### src/rtl/ipc_pkg.sv
// ----------------------------------------------------------------------------
// ipc_pkg
// Shared constants, codes and types of the indexed priority collection.
// ----------------------------------------------------------------------------
package ipc_pkg;

  localparam int ENTRIES       = 64;
  localparam int ID_BITS       = $clog2(ENTRIES);
  localparam int COUNT_BITS    = ID_BITS + 1;
  localparam int PAYLOAD_BITS  = 32;
  localparam int PRIORITY_BITS = 16;
  localparam int WORD_BITS     = PAYLOAD_BITS + PRIORITY_BITS;
  localparam int OP_BITS       = 3;
  localparam int STATUS_BITS   = 2;

  localparam logic [OP_BITS-1:0] OP_ADD     = 3'd0;
  localparam logic [OP_BITS-1:0] OP_PROMOTE = 3'd1;
  localparam logic [OP_BITS-1:0] OP_POP     = 3'd2;
  localparam logic [OP_BITS-1:0] OP_PEEK    = 3'd3;
  localparam logic [OP_BITS-1:0] OP_LOOKUP  = 3'd4;

  localparam logic [STATUS_BITS-1:0] ST_OK    = 2'd0;
  localparam logic [STATUS_BITS-1:0] ST_FULL  = 2'd1;
  localparam logic [STATUS_BITS-1:0] ST_EMPTY = 2'd2;
  localparam logic [STATUS_BITS-1:0] ST_DEAD  = 2'd3;

  typedef enum logic [3:0] {
    RES_ZERO,
    RES_FULL,
    RES_ADD,
    RES_DEAD,
    RES_PROMOTE,
    RES_LOOKUP,
    RES_EMPTY,
    RES_POP,
    RES_PEEK
  } res_sel_t;

  typedef struct packed {
    logic [OP_BITS-1:0]       operation;
    logic [ID_BITS-1:0]       entry_id;
    logic [PAYLOAD_BITS-1:0]  payload_in;
  } req_t;

  typedef struct packed {
    logic [STATUS_BITS-1:0]   status;
    logic [ID_BITS-1:0]       result_id;
    logic [PAYLOAD_BITS-1:0]  payload_out;
    logic [PRIORITY_BITS-1:0] priority_out;
    logic                     is_live;
  } rsp_t;

  typedef struct packed {
    logic     load;
    logic     scan_start;
    logic     scan_step;
    logic     add_write;
    logic     promote_write;
    logic     kill_best;
    logic     res_load;
    res_sel_t res_sel;
    logic     out_load;
  } ctrl_cmd_t;

  typedef struct packed {
    logic [OP_BITS-1:0] op;
    logic               full;
    logic               id_live;
    logic               scan_last;
    logic               found;
    logic               out_free;
  } dp_status_t;

endpackage

### src/rtl/ipc_req_if.sv
// ----------------------------------------------------------------------------
// ipc_req_if
// Request channel: valid/ready handshake with one request item.
// ----------------------------------------------------------------------------
interface ipc_req_if;
  import ipc_pkg::*;

  logic valid;
  logic ready;
  req_t payload;

  modport source (output valid, output payload, input ready);
  modport sink (input valid, input payload, output ready);
  modport monitor (input valid, input ready, input payload);
endinterface

### src/rtl/ipc_rsp_if.sv
// ----------------------------------------------------------------------------
// ipc_rsp_if
// Response channel: valid/ready handshake with one result item.
// ----------------------------------------------------------------------------
interface ipc_rsp_if;
  import ipc_pkg::*;

  logic valid;
  logic ready;
  rsp_t payload;

  modport source (output valid, output payload, input ready);
  modport sink (input valid, input payload, output ready);
  modport monitor (input valid, input ready, input payload);
endinterface

### src/rtl/indexed_priority_collection_top.sv
// ----------------------------------------------------------------------------
// indexed_priority_collection_top
// Indexed max-priority table with sequential ids, one request at a time.
// ----------------------------------------------------------------------------
// One request is in flight at a time; each gives exactly one response. Add,
// rejected requests and unused codes respond from the decode state, promote
// and lookup after one read of the entry memory. Pop and peek read every
// entry through the single memory read port, one per cycle, and respond
// after the scan and its drain state. A new request is taken once the
// response has entered the output register; the response may wait there
// while the next request runs.
module indexed_priority_collection_top (
  input  logic       clk,
  input  logic       rst,
  ipc_req_if.sink    req,
  ipc_rsp_if.source  rsp
);
  import ipc_pkg::*;

  ctrl_cmd_t  cmd;
  dp_status_t sts;

  ipc_controller u_ctrl (
    .clk       (clk),
    .rst       (rst),
    .req_valid (req.valid),
    .req_ready (req.ready),
    .cmd       (cmd),
    .sts       (sts)
  );

  ipc_datapath u_dp (
    .clk       (clk),
    .rst       (rst),
    .cmd       (cmd),
    .sts       (sts),
    .req_data  (req.payload),
    .rsp_data  (rsp.payload),
    .rsp_valid (rsp.valid),
    .rsp_ready (rsp.ready)
  );

endmodule

### src/rtl/ipc_datapath.sv
// ----------------------------------------------------------------------------
// ipc_datapath
// Entry memory, live marks, id counter, max scan and result registers.
// ----------------------------------------------------------------------------
module ipc_datapath (
  input  logic                clk,
  input  logic                rst,
  input  ipc_pkg::ctrl_cmd_t  cmd,
  output ipc_pkg::dp_status_t sts,
  input  ipc_pkg::req_t       req_data,
  output ipc_pkg::rsp_t       rsp_data,
  output logic                rsp_valid,
  input  logic                rsp_ready
);
  import ipc_pkg::*;

  logic [OP_BITS-1:0]       op_q;
  logic [ID_BITS-1:0]       id_q;
  logic [PAYLOAD_BITS-1:0]  pay_q;

  logic [ENTRIES-1:0]       live;
  logic [COUNT_BITS-1:0]    next_free;

  logic [WORD_BITS-1:0]     mem [ENTRIES];
  logic [WORD_BITS-1:0]     rd_word;
  logic [ID_BITS-1:0]       rd_addr;
  logic                     wr_en;
  logic [ID_BITS-1:0]       wr_addr;
  logic [WORD_BITS-1:0]     wr_data;
  logic [PAYLOAD_BITS-1:0]  rd_pay;
  logic [PRIORITY_BITS-1:0] rd_prio;
  logic [PRIORITY_BITS-1:0] prio_inc;

  logic [ID_BITS-1:0]       scan_cnt;
  logic                     scan_vld;
  logic [ID_BITS-1:0]       scan_idx;
  logic                     scan_live;

  logic                     found;
  logic [ID_BITS-1:0]       best_id;
  logic [PAYLOAD_BITS-1:0]  best_pay;
  logic [PRIORITY_BITS-1:0] best_prio;

  rsp_t                     res;
  rsp_t                     res_next;
  rsp_t                     out;
  logic                     out_valid;

  assign rd_pay   = rd_word[PRIORITY_BITS +: PAYLOAD_BITS];
  assign rd_prio  = rd_word[PRIORITY_BITS-1:0];
  assign prio_inc = (&rd_prio) ? rd_prio : rd_prio + PRIORITY_BITS'(1);

  assign rd_addr = cmd.scan_step ? scan_cnt : id_q;
  assign wr_en   = cmd.add_write | cmd.promote_write;
  assign wr_addr = cmd.add_write ? next_free[ID_BITS-1:0] : id_q;
  assign wr_data = cmd.add_write ? {pay_q, {PRIORITY_BITS{1'b0}}} : {rd_pay, prio_inc};

  // request capture
  always_ff @(posedge clk) begin
    if (cmd.load) begin
      op_q  <= req_data.operation;
      id_q  <= req_data.entry_id;
      pay_q <= req_data.payload_in;
    end
  end

  // entry memory
  always_ff @(posedge clk) begin
    if (wr_en) begin
      mem[wr_addr] <= wr_data;
    end
    rd_word <= mem[rd_addr];
  end

  // live marks and id counter
  always_ff @(posedge clk) begin
    if (rst) begin
      live      <= '0;
      next_free <= '0;
    end else begin
      if (cmd.add_write) begin
        live[next_free[ID_BITS-1:0]] <= 1'b1;
        next_free                    <= next_free + COUNT_BITS'(1);
      end
      if (cmd.kill_best) begin
        live[best_id] <= 1'b0;
      end
    end
  end

  // scan pipeline
  always_ff @(posedge clk) begin
    if (rst) begin
      scan_cnt <= '0;
      scan_vld <= 1'b0;
      found    <= 1'b0;
    end else begin
      if (cmd.scan_start) begin
        scan_cnt <= '0;
        scan_vld <= 1'b0;
        found    <= 1'b0;
      end else begin
        scan_vld <= cmd.scan_step;
        if (cmd.scan_step) begin
          scan_cnt <= scan_cnt + ID_BITS'(1);
        end
        if (scan_vld && scan_live && (!found || rd_prio >= best_prio)) begin
          found <= 1'b1;
        end
      end
    end
  end

  always_ff @(posedge clk) begin
    if (cmd.scan_step) begin
      scan_idx  <= scan_cnt;
      scan_live <= live[scan_cnt];
    end
    if (!cmd.scan_start && scan_vld && scan_live && (!found || rd_prio >= best_prio)) begin
      best_id   <= scan_idx;
      best_pay  <= rd_pay;
      best_prio <= rd_prio;
    end
  end

  // result selection
  always_comb begin
    res_next = '0;
    case (cmd.res_sel)
      RES_FULL: begin
        res_next.status = ST_FULL;
      end
      RES_ADD: begin
        res_next.status    = ST_OK;
        res_next.result_id = next_free[ID_BITS-1:0];
        res_next.is_live   = 1'b1;
      end
      RES_DEAD: begin
        res_next.status    = ST_DEAD;
        res_next.result_id = id_q;
      end
      RES_PROMOTE: begin
        res_next.status       = ST_OK;
        res_next.result_id    = id_q;
        res_next.payload_out  = rd_pay;
        res_next.priority_out = prio_inc;
        res_next.is_live      = 1'b1;
      end
      RES_LOOKUP: begin
        res_next.status       = ST_OK;
        res_next.result_id    = id_q;
        res_next.payload_out  = rd_pay;
        res_next.priority_out = rd_prio;
        res_next.is_live      = 1'b1;
      end
      RES_EMPTY: begin
        res_next.status = ST_EMPTY;
      end
      RES_POP, RES_PEEK: begin
        res_next.status       = ST_OK;
        res_next.result_id    = best_id;
        res_next.payload_out  = best_pay;
        res_next.priority_out = best_prio;
        res_next.is_live      = (cmd.res_sel == RES_PEEK);
      end
      default: begin
        res_next = '0;
      end
    endcase
  end

  always_ff @(posedge clk) begin
    if (cmd.res_load) begin
      res <= res_next;
    end
    if (cmd.out_load) begin
      out <= res;
    end
  end

  // output register
  always_ff @(posedge clk) begin
    if (rst) begin
      out_valid <= 1'b0;
    end else if (cmd.out_load) begin
      out_valid <= 1'b1;
    end else if (rsp_ready) begin
      out_valid <= 1'b0;
    end
  end

  assign rsp_data  = out;
  assign rsp_valid = out_valid;

  assign sts.op        = op_q;
  assign sts.full      = (next_free == COUNT_BITS'(ENTRIES));
  assign sts.id_live   = live[id_q];
  assign sts.scan_last = (scan_cnt == ID_BITS'(ENTRIES - 1));
  assign sts.found     = found;
  assign sts.out_free  = !out_valid || rsp_ready;

endmodule

### src/rtl/ipc_controller.sv
// ----------------------------------------------------------------------------
// ipc_controller
// Sequencer for add, promote, lookup and the max scan of pop and peek.
// ----------------------------------------------------------------------------
module ipc_controller (
  input  logic                clk,
  input  logic                rst,
  input  logic                req_valid,
  output logic                req_ready,
  output ipc_pkg::ctrl_cmd_t  cmd,
  input  ipc_pkg::dp_status_t sts
);
  import ipc_pkg::*;

  typedef enum logic [2:0] {
    S_IDLE,
    S_DECODE,
    S_FETCH,
    S_SCAN,
    S_DRAIN,
    S_FINISH,
    S_RESP
  } state_t;

  state_t state;
  state_t state_next;

  always_ff @(posedge clk) begin
    if (rst) begin
      state <= S_IDLE;
    end else begin
      state <= state_next;
    end
  end

  assign req_ready = (state == S_IDLE);

  always_comb begin
    state_next = state;
    cmd        = '0;
    cmd.res_sel = RES_ZERO;
    case (state)
      S_IDLE: begin
        if (req_valid) begin
          cmd.load   = 1'b1;
          state_next = S_DECODE;
        end
      end
      S_DECODE: begin
        case (sts.op)
          OP_ADD: begin
            cmd.res_load = 1'b1;
            if (sts.full) begin
              cmd.res_sel = RES_FULL;
            end else begin
              cmd.res_sel   = RES_ADD;
              cmd.add_write = 1'b1;
            end
            state_next = S_RESP;
          end
          OP_PROMOTE, OP_LOOKUP: begin
            if (sts.id_live) begin
              state_next = S_FETCH;
            end else begin
              cmd.res_load = 1'b1;
              cmd.res_sel  = RES_DEAD;
              state_next   = S_RESP;
            end
          end
          OP_POP, OP_PEEK: begin
            cmd.scan_start = 1'b1;
            state_next     = S_SCAN;
          end
          default: begin
            cmd.res_load = 1'b1;
            cmd.res_sel  = RES_ZERO;
            state_next   = S_RESP;
          end
        endcase
      end
      S_FETCH: begin
        cmd.res_load = 1'b1;
        if (sts.op == OP_PROMOTE) begin
          cmd.res_sel       = RES_PROMOTE;
          cmd.promote_write = 1'b1;
        end else begin
          cmd.res_sel = RES_LOOKUP;
        end
        state_next = S_RESP;
      end
      S_SCAN: begin
        cmd.scan_step = 1'b1;
        if (sts.scan_last) begin
          state_next = S_DRAIN;
        end
      end
      S_DRAIN: begin
        state_next = S_FINISH;
      end
      S_FINISH: begin
        cmd.res_load = 1'b1;
        if (!sts.found) begin
          cmd.res_sel = RES_EMPTY;
        end else if (sts.op == OP_POP) begin
          cmd.res_sel   = RES_POP;
          cmd.kill_best = 1'b1;
        end else begin
          cmd.res_sel = RES_PEEK;
        end
        state_next = S_RESP;
      end
      S_RESP: begin
        if (sts.out_free) begin
          cmd.out_load = 1'b1;
          state_next   = S_IDLE;
        end
      end
      default: begin
        state_next = S_IDLE;
      end
    endcase
  end

endmodule

### src/flat_wrapper.sv
// flat-port wrapper written by rule: the top's interface ports become plain ports
module indexed_priority_collection_top_flat import ipc_pkg::*;
  (clk, rst, req_valid, req_payload, req_ready, rsp_valid, rsp_payload, rsp_ready);
  ipc_req_if req_i ();
  ipc_rsp_if rsp_i ();
  input  logic clk;
  input  logic rst;
  input wire logic [$bits(req_i.valid)-1:0] req_valid;
  input wire logic [$bits(req_i.payload)-1:0] req_payload;
  output wire logic [$bits(req_i.ready)-1:0] req_ready;
  output wire logic [$bits(rsp_i.valid)-1:0] rsp_valid;
  output wire logic [$bits(rsp_i.payload)-1:0] rsp_payload;
  input wire logic [$bits(rsp_i.ready)-1:0] rsp_ready;
  assign req_i.valid = req_valid;
  assign req_i.payload = req_payload;
  assign req_ready = req_i.ready;
  assign rsp_valid = rsp_i.valid;
  assign rsp_payload = rsp_i.payload;
  assign rsp_i.ready = rsp_ready;
  indexed_priority_collection_top u_core (.clk(clk), .rst(rst), .req(req_i), .rsp(rsp_i));
endmodule
### config.mk
export PLATFORM = sky130hd
export DESIGN_NAME = indexed_priority_collection_top_flat
export DESIGN_NICKNAME = d
export VERILOG_FILES = /design/src/rtl/ipc_pkg.sv /design/src/rtl/ipc_req_if.sv /design/src/rtl/ipc_rsp_if.sv /design/src/rtl/indexed_priority_collection_top.sv /design/src/rtl/ipc_datapath.sv /design/src/rtl/ipc_controller.sv /design/src/flat_wrapper.sv
export SDC_FILE = /design/constraint.sdc
export NUM_CORES = 2
export LEC_CHECK = 0
export BUFFER_PORTS_ARGS = -buffer_cell sky130_fd_sc_hd__buf_2
export CAP_MARGIN = 15
export CELL_PAD_IN_SITES_DETAIL_PLACEMENT = 0
export CELL_PAD_IN_SITES_GLOBAL_PLACEMENT = 1
export CORE_MARGIN = 4
export CORE_UTILIZATION = 54
export DETAILED_ROUTE_END_ITERATION = 8
export PLACE_DENSITY_LB_ADDON = 0.1
export SLEW_MARGIN = 10
export SYNTH_ARGS = -nofsm -noshare
export SYNTH_HDL_FRONTEND = slang
export SYNTH_SLANG_ARGS = --single-unit
### constraint.sdc
create_clock -name clk -period 7.7 [get_ports clk]
set_input_delay 1.155 -clock clk [delete_from_list [all_inputs] [get_ports clk]]
set_output_delay 1.155 -clock clk [all_outputs]
set_load 0.03 [all_outputs]
## Word-level counts from Yosys, hierarchy flattened

Memory sizes are Yosys's and may differ from the RTL's. A register that Yosys moved wholly into a read port is not among the register bits.
Index checks and enable logic that the tools add are counted.

| operators by class | value |
|---|---|
| add/sub/neg operators | 3 |
| order comparisons | 7 |
| eq/ne operators | 23 |
| multiplexer cells | 51 |
| bitwise operators | 4 |
| reductions and logical operators | 24 |

Operator list:

| kind | number |
|---|---|
| two-way mux 64 bit | 3 |
| case mux 48 bit (3 select lines) | 1 |
| bitwise AND 64 bit | 1 |
| NOT 64 bit | 1 |
| bitwise OR 64 bit | 1 |
| two-way mux 48 bit | 1 |
| case mux 5 bit (3 select lines) | 2 |
| less-than comparator 6 x 7 -> 1 bit (second input constant) | 4 |
| two-way mux 1 bit | 24 |
| case mux 3 bit (6 select lines) | 1 |
| case mux 6 bit (3 select lines) | 1 |
| adder 16 x 1 -> 16 bit (second input constant) | 1 |
| equality test 4 x 3 -> 1 bit (second input constant) | 4 |
| >= comparator 16 bit | 1 |
| two-way mux 16 bit | 1 |
| AND reduction 16 bit | 1 |
| binary-select mux 1 bit (select 6 bit) | 2 |
| demux 1 bit (select 6 bit) | 2 |
| equality test 3 x 2 -> 1 bit (second input constant) | 4 |
| equality test 3 bit (second input constant) | 4 |
| >= comparator 6 x 1 -> 1 bit (second input constant) | 2 |
| two-way mux 3 bit | 4 |
| two-way mux 6 bit | 2 |
| OR reduction 2 bit | 5 |
| 24 further kinds | 39 |

| storage, ports and cells | value |
|---|---|
| flip-flop bits (word level) | 299 |
| RAM bits | 3072 |
| bits of input ports | 45 |
| output and inout bits | 59 |
| word-level logic and storage cells | 138 |
| memories | 1 |

Memories:

| memory | depth | width | rd ports | clocked after Yosys merged registers in | wr ports | line | source |
|---|---|---|---|---|---|---|---|
| u_core.u_dp.mem | 64 | 48 | 1 | 1 | 1 | ipc_datapath.sv:24 | `logic [WORD_BITS-1:0] mem [ENTRIES];` |

## Longest topological paths before layout

| logic depth | value |
|---|---|
| word-level depth | 9 |
| depth in mapped cells | 12 |
| depth with buffers taken out | 9 |

## By module

Synthesis repeated with hierarchy kept, for this count alone.

| second synthesis, totals | value |
|---|---|
| cells, all modules | 10597 |
| area, all modules | 142669.3 um^2 |

Modules (own cells, without submodules):

| module | times used | cells an instance | area an instance (um^2) | seq. area each (um^2) |
|---|---|---|---|---|
| ipc_datapath | 1 | 10536 | 142241.4 | 101297.2 |
| ipc_controller | 1 | 61 | 427.9 | 60.1 |

## Worst setup path before layout

Ideal clock, no wire load.

| timing path | value |
|---|---|
| path type | reg2reg |
| start point | register u_core.u_dp.id_q[0] |
| end point | register u_core.u_dp.res[0] (netlist name) (enable) |
| setup time | 551 ps |
| data arrival time | 5846 ps |
| required time | 7149 ps |
| path slack | 1303 ps |
| stages on the path, launching flop included | 9 |
| buffers on the path | 1 |
| period minus slack after synthesis | 6397 ps |
| cells stage by stage | edfxtp_1 -> buf_4 -> mux4_2 -> a22oi_1 -> o31ai_1 -> nor4_1 -> a221o_1 -> a21oi_1 -> o21ai_0 |

RTL lines:

| what | line | source |
|---|---|---|
| start: declaration | ipc_datapath.sv:18 | `logic [ID_BITS-1:0] id_q;` |
| start signal: assignment | ipc_datapath.sv:62 | `id_q <= req_data.entry_id;` |
| end signal: assignment | ipc_datapath.sv:174 | `res <= res_next;` |
| end: declaration | ipc_datapath.sv:44 | `rsp_t res;` |

## Worst setup path in the final report

| timing path | value |
|---|---|
| start point | register u_core.u_ctrl.state[1] |
| end point | memory u_core.u_dp.mem[60][2] (netlist name) (enable) |

| between the ends | value |
|---|---|
| word-level cells in the longest chain between the ends | 5 |
| elaborated cells on any way between the ends | 8 |
| classes of those cells | eq/ne (2); mux (5); bitwise (1) |

Ends and longest elaborated chain:

| what | line | source |
|---|---|---|
| start: declaration | ipc_controller.sv:25 | `state_t state;` |
| start signal: assignment | ipc_controller.sv:32 | `state <= state_next;` |
| equality test 3 x 1 -> 1 bit / equality test 3 x 2 -> 1 bit (equally long branches) | ipc_controller.sv:42 | `case (state)` |
| two-way mux 1 bit | ipc_controller.sv:42 |  |
| bitwise OR 1 bit | ipc_datapath.sv:54 | `assign wr_en = cmd.add_write \| cmd.promote_write;` |
| two-way mux 1 bit | ipc_datapath.sv:69 | `if (wr_en) begin` |
| two-way mux 1 bit (not written as such) | ipc_datapath.sv:70 | `mem[wr_addr] <= wr_data;` |
| end: declaration | ipc_datapath.sv:24 |  |

Several ways; a longest one is shown, not always the timed one.

==> reports/qor.csv <==
stage,metric,value,unit
yosys,syn_avg_cell_area,14.9,sq um
worst_hold_path,hp-class,in2reg,
power_and_ir_drop,power-per-cell-area,351,mW/mm^2
yosys,synthDistinctLibCells,65,
sta,whs,0.381,ns
placed_design,io_buffers,103,
sta,worst_slew_pin_slew,1.32,ns
global_routing,grt_pass1_vias,77200,
cts,path_clk_slew,0.06,ns
cts,root_buffer,clkbuf_16,
power_and_ir_drop,pwr-share-comb,23.0,%
critical_path,r2r_start,u_core.u_ctrl.state[1],
cells_and_area,area_growth,13.1,%
yosys,synth-seq-area-share,75.5,%
die,floorplan.core_area,0.247,sq mm
sta,finalHoldViolCount,0,
die,num_io_pins,104,
power_and_ir_drop,p_sw_share,32.3,%
sta,fmax,190,MHz
yosys,syn_area,0.134,sq mm
yosys,syn_inst,8987,
placed_design,dp_hpwl,224,mm
detailed_routing,avgRoutedWirePerCell,30.4,um
sta,skew,0.0682,ns
critical_path,cp_max_fo,55,
global_routing,track_usage,29.5,%
detailed_routing,routed_via_density,6.49,
cts,cts_tree,done,
yosys,synthArstFlopShare,0,%
cts,clock-sinks,3419,
sta,fin_ws,2.44,ns
detailed_routing,dr.pass1.iters,6,
status,status,"complete, no violations",
power_and_ir_drop,internal-power,36.2,mW
detailed_routing,routed_wl,387,mm
cts,cts_buffers,362,
worst_hold_path,whs_path_depth,1,
cts,cts.path.max_buffers,4,
detailed_routing,antenna_left,0,
sta,tns,0,ns
power_and_ir_drop,netSwitchingPower,17.2,mW
yosys,synth_flop_cell,edfxtp_1,
die,die_x,507,um
global_routing,grt_first_pass_wirelength,558,mm
yosys,syn-num-nets,9052,
placed_design,routabilityCongestion,0.867,
placed_design,placed_cells,12100,
detailed_routing,vias,82500,
cts,cts_resized,0,
critical_path,ff2ff_setup_slack,2.44,ns
sta,min_period_over_period,68.3,%
power_and_ir_drop,power.share.clock,31.3,%
cts,cts_setup_buffers,0,
cts,clk_latency,0.97,ns
die,num_rows,182,
cells_and_area,fin_cells,12700,
die,start_util,54.5,%
global_routing,grt_overflow,0,
sta,slew_headroom,10.9,%
cts,h-tree-depth,5,
sta,fin_crit,5.26,ns
critical_path,cp.required,8.25,ns
yosys,ys_top_cells_by_area,"edfxtp_1 (74%), a311oi_1 (5.1%), nand2_1 (4.7%)",
placed_design,dpl_worst_slack,2.49,ns
die,die-area,0.257,sq mm
global_routing,grt_max_degree,165,
detailed_routing,drt_iter0_drc,10600,
critical_path,worstPathArrival,5.80,ns
power_and_ir_drop,ir_drop,287,uV
cells_and_area,drive_above_1_share,12.3,%
cells_and_area,num-nets-final,9173,
yosys,synth-seq-cells,3419,
sta,rsz0062_at_grt,no,
global_routing,antenna_found_initial,21,
sta,setup_viol,0,
critical_path,end_kind,flop,
critical_path,path_class,reg2reg,
die,fp.dieH,507,um
cells_and_area,fillers,18200,
critical_path,r2r_cells,7,
job,maxCapViolCount,0,
cts,hold_buffers,0,
power_and_ir_drop,leakagePower,48.4,nW
critical_path,r2r_end,u_core.u_dp.mem[60][2],
worst_hold_path,hold_path_end,u_core.u_dp.pay_q[2],
yosys,yosysTopAreaCellShare,73.5,%
critical_path,critPathLaunchType,flop,
yosys,synth-edff-count,3288,
sta,slew_viol_final,0,
worst_hold_path,min_from,req_payload[2],
power_and_ir_drop,p_seq_share,45.8,%
yosys,yosysWarnings,0,
detailed_routing,drc,0,
yosys,yosys.area.top_type,edfxtp_1,
power by group through the flow:
stage               registers, mW  clock network, mW  logic, mW
global placement             24.8                  0       11.9
floorplan                    24.4                  0       6.66
CTS                          24.4               16.9       12.1
global route                 24.5               17.7       13.0
finish                       24.4               16.7       12.3
detailed placement           24.8                  0       12.1
stage by stage:
stage,cell area [sq um],total power [mW],utilization (%)
floorplan,134000,31.1,-
global placement,140000,36.6,56.9
detailed placement,141000,36.9,57.0
CTS,152000,53.4,61.6
global route,152000,55.2,61.6
finish,152000,53.4,61.6
placed cells by master, fill, tap and decap left out, types with 63 or more instances in the layout:
master / count
a211oi_1: 828
a21oi_1: 82
a311oi_1: 776
and2_1: 750
buf_2: 107
buf_4: 297
clkbuf_1: 107
clkbuf_16: 365
dfxtp_1: 131
edfxtp_1: 3288
nand2_1: 1666
nor2_4: 81
o41ai_1: 131
o41ai_2: 63
area by class of cell:
| class | count | area [sq um] | area share (%) |
|---|---|---|---|
| sequential | 3419 | 101000 | 66.7 |
| clock inverter | 159 | 1550 | 1.02 |
| multi-input combinational | 4848 | 31500 | 20.7 |
| tap | 3312 | 4140 | 2.73 |
| inverter | 30 | 114 | 0.0749 |
| timing repair buffer | 447 | 3630 | 2.39 |
| clock buffer | 481 | 9650 | 6.35 |
| antenna | 6 | 15.0 | 0.00988 |
per-layer routing:
metal  vias to the layer above  GRT usage [%]  part of all wire (%)
met5                         -              0                 0.010
met4                         6           6.88                   2.3
met3                       616           6.28                    10
met2                      3926           44.1                    45
met1                     42400           44.9                    43
li1                      35500              -                     -
worst max-delay path, cell delays in order (launching register included):
cell,delay [ns]
dfxtp_1,0.59
nor2b_1,0.11
and3_2,0.60
nand3_1,0.70
o2111a_1,0.42
nand2_1,0.69
nor2_4,1.04
buf_4,0.62
registers in the layout, summed over array words and instances, names as in the netlist:
| register | cells |
|---|---|
| u_core.u_dp.id_q | 6 |
| u_core.u_ctrl.state | 3 |
| u_core.u_dp.res | 57 |
| u_core.u_dp.scan_cnt | 6 |
| u_core.u_dp.best_id | 6 |
| u_core.u_dp.scan_idx | 6 |
| u_core.u_dp.scan_live | 1 |
| u_core.u_dp.mem | 3072 |
| u_core.u_dp.next_free | 7 |
| u_core.u_dp.rsp_data | 57 |
| u_core.u_dp.found | 1 |
| u_core.u_dp.rd_word | 48 |
| u_core.u_dp.scan_vld | 1 |
| u_core.u_dp.best_pay | 32 |
| u_core.u_dp.rsp_valid | 1 |
| u_core.u_dp.op_q | 3 |
| u_core.u_dp.live | 64 |
| u_core.u_dp.best_prio | 16 |
| u_core.u_dp.pay_q | 32 |
how the worst max path moves through the flow:
stage                                      start                      end  slack (ns)  cells after the start
after floorplan              u_core.u_dp.id_q[0]       u_core.u_dp.res[0]        1.30                      8
after global placement    u_core.u_ctrl.state[1]  u_core.u_dp.rd_word[43]        2.44                      9
after detailed placement  u_core.u_ctrl.state[1]  u_core.u_dp.mem[60][11]        2.49                      7
after CTS                 u_core.u_ctrl.state[1]  u_core.u_dp.mem[60][10]        2.47                      7
after global routing      u_core.u_ctrl.state[1]   u_core.u_dp.mem[60][2]        2.11                      7
final                     u_core.u_ctrl.state[1]   u_core.u_dp.mem[60][2]        2.44                      7
synth_stat cells, types with 13 or more instances:
library cell,instances
a211oi_1,828
a21oi_1,87
a22o_1,32
a22oi_1,18
a311oi_1,776
and2_0,20
and2_1,753
and3_1,14
buf_1,17
buf_2,120
clkbuf_1,546
dfxtp_1,131
edfxtp_1,3288
ha_1,20
inv_1,29
mux4_2,32
nand2_1,1683
nand3_1,13
nand4_1,58
nor2_1,132
nor3_1,19
o21ai_0,35
o41ai_1,194
cells by family (layout without fill, tap and decap cells):
family	Yosys count	after routing	share of synthesized area (%)
xor+xnor	18	18	0.117
flops	3419	3419	75.5
buf+inv	720	1117	2.15
mux	44	44	0.630
compound gates	2013	2013	12.0
other cells	0	6	0
simple gates	2753	2753	9.49
fa+ha+maj	20	20	0.186
No activity file was read; power rests on OpenSTA's default activity.
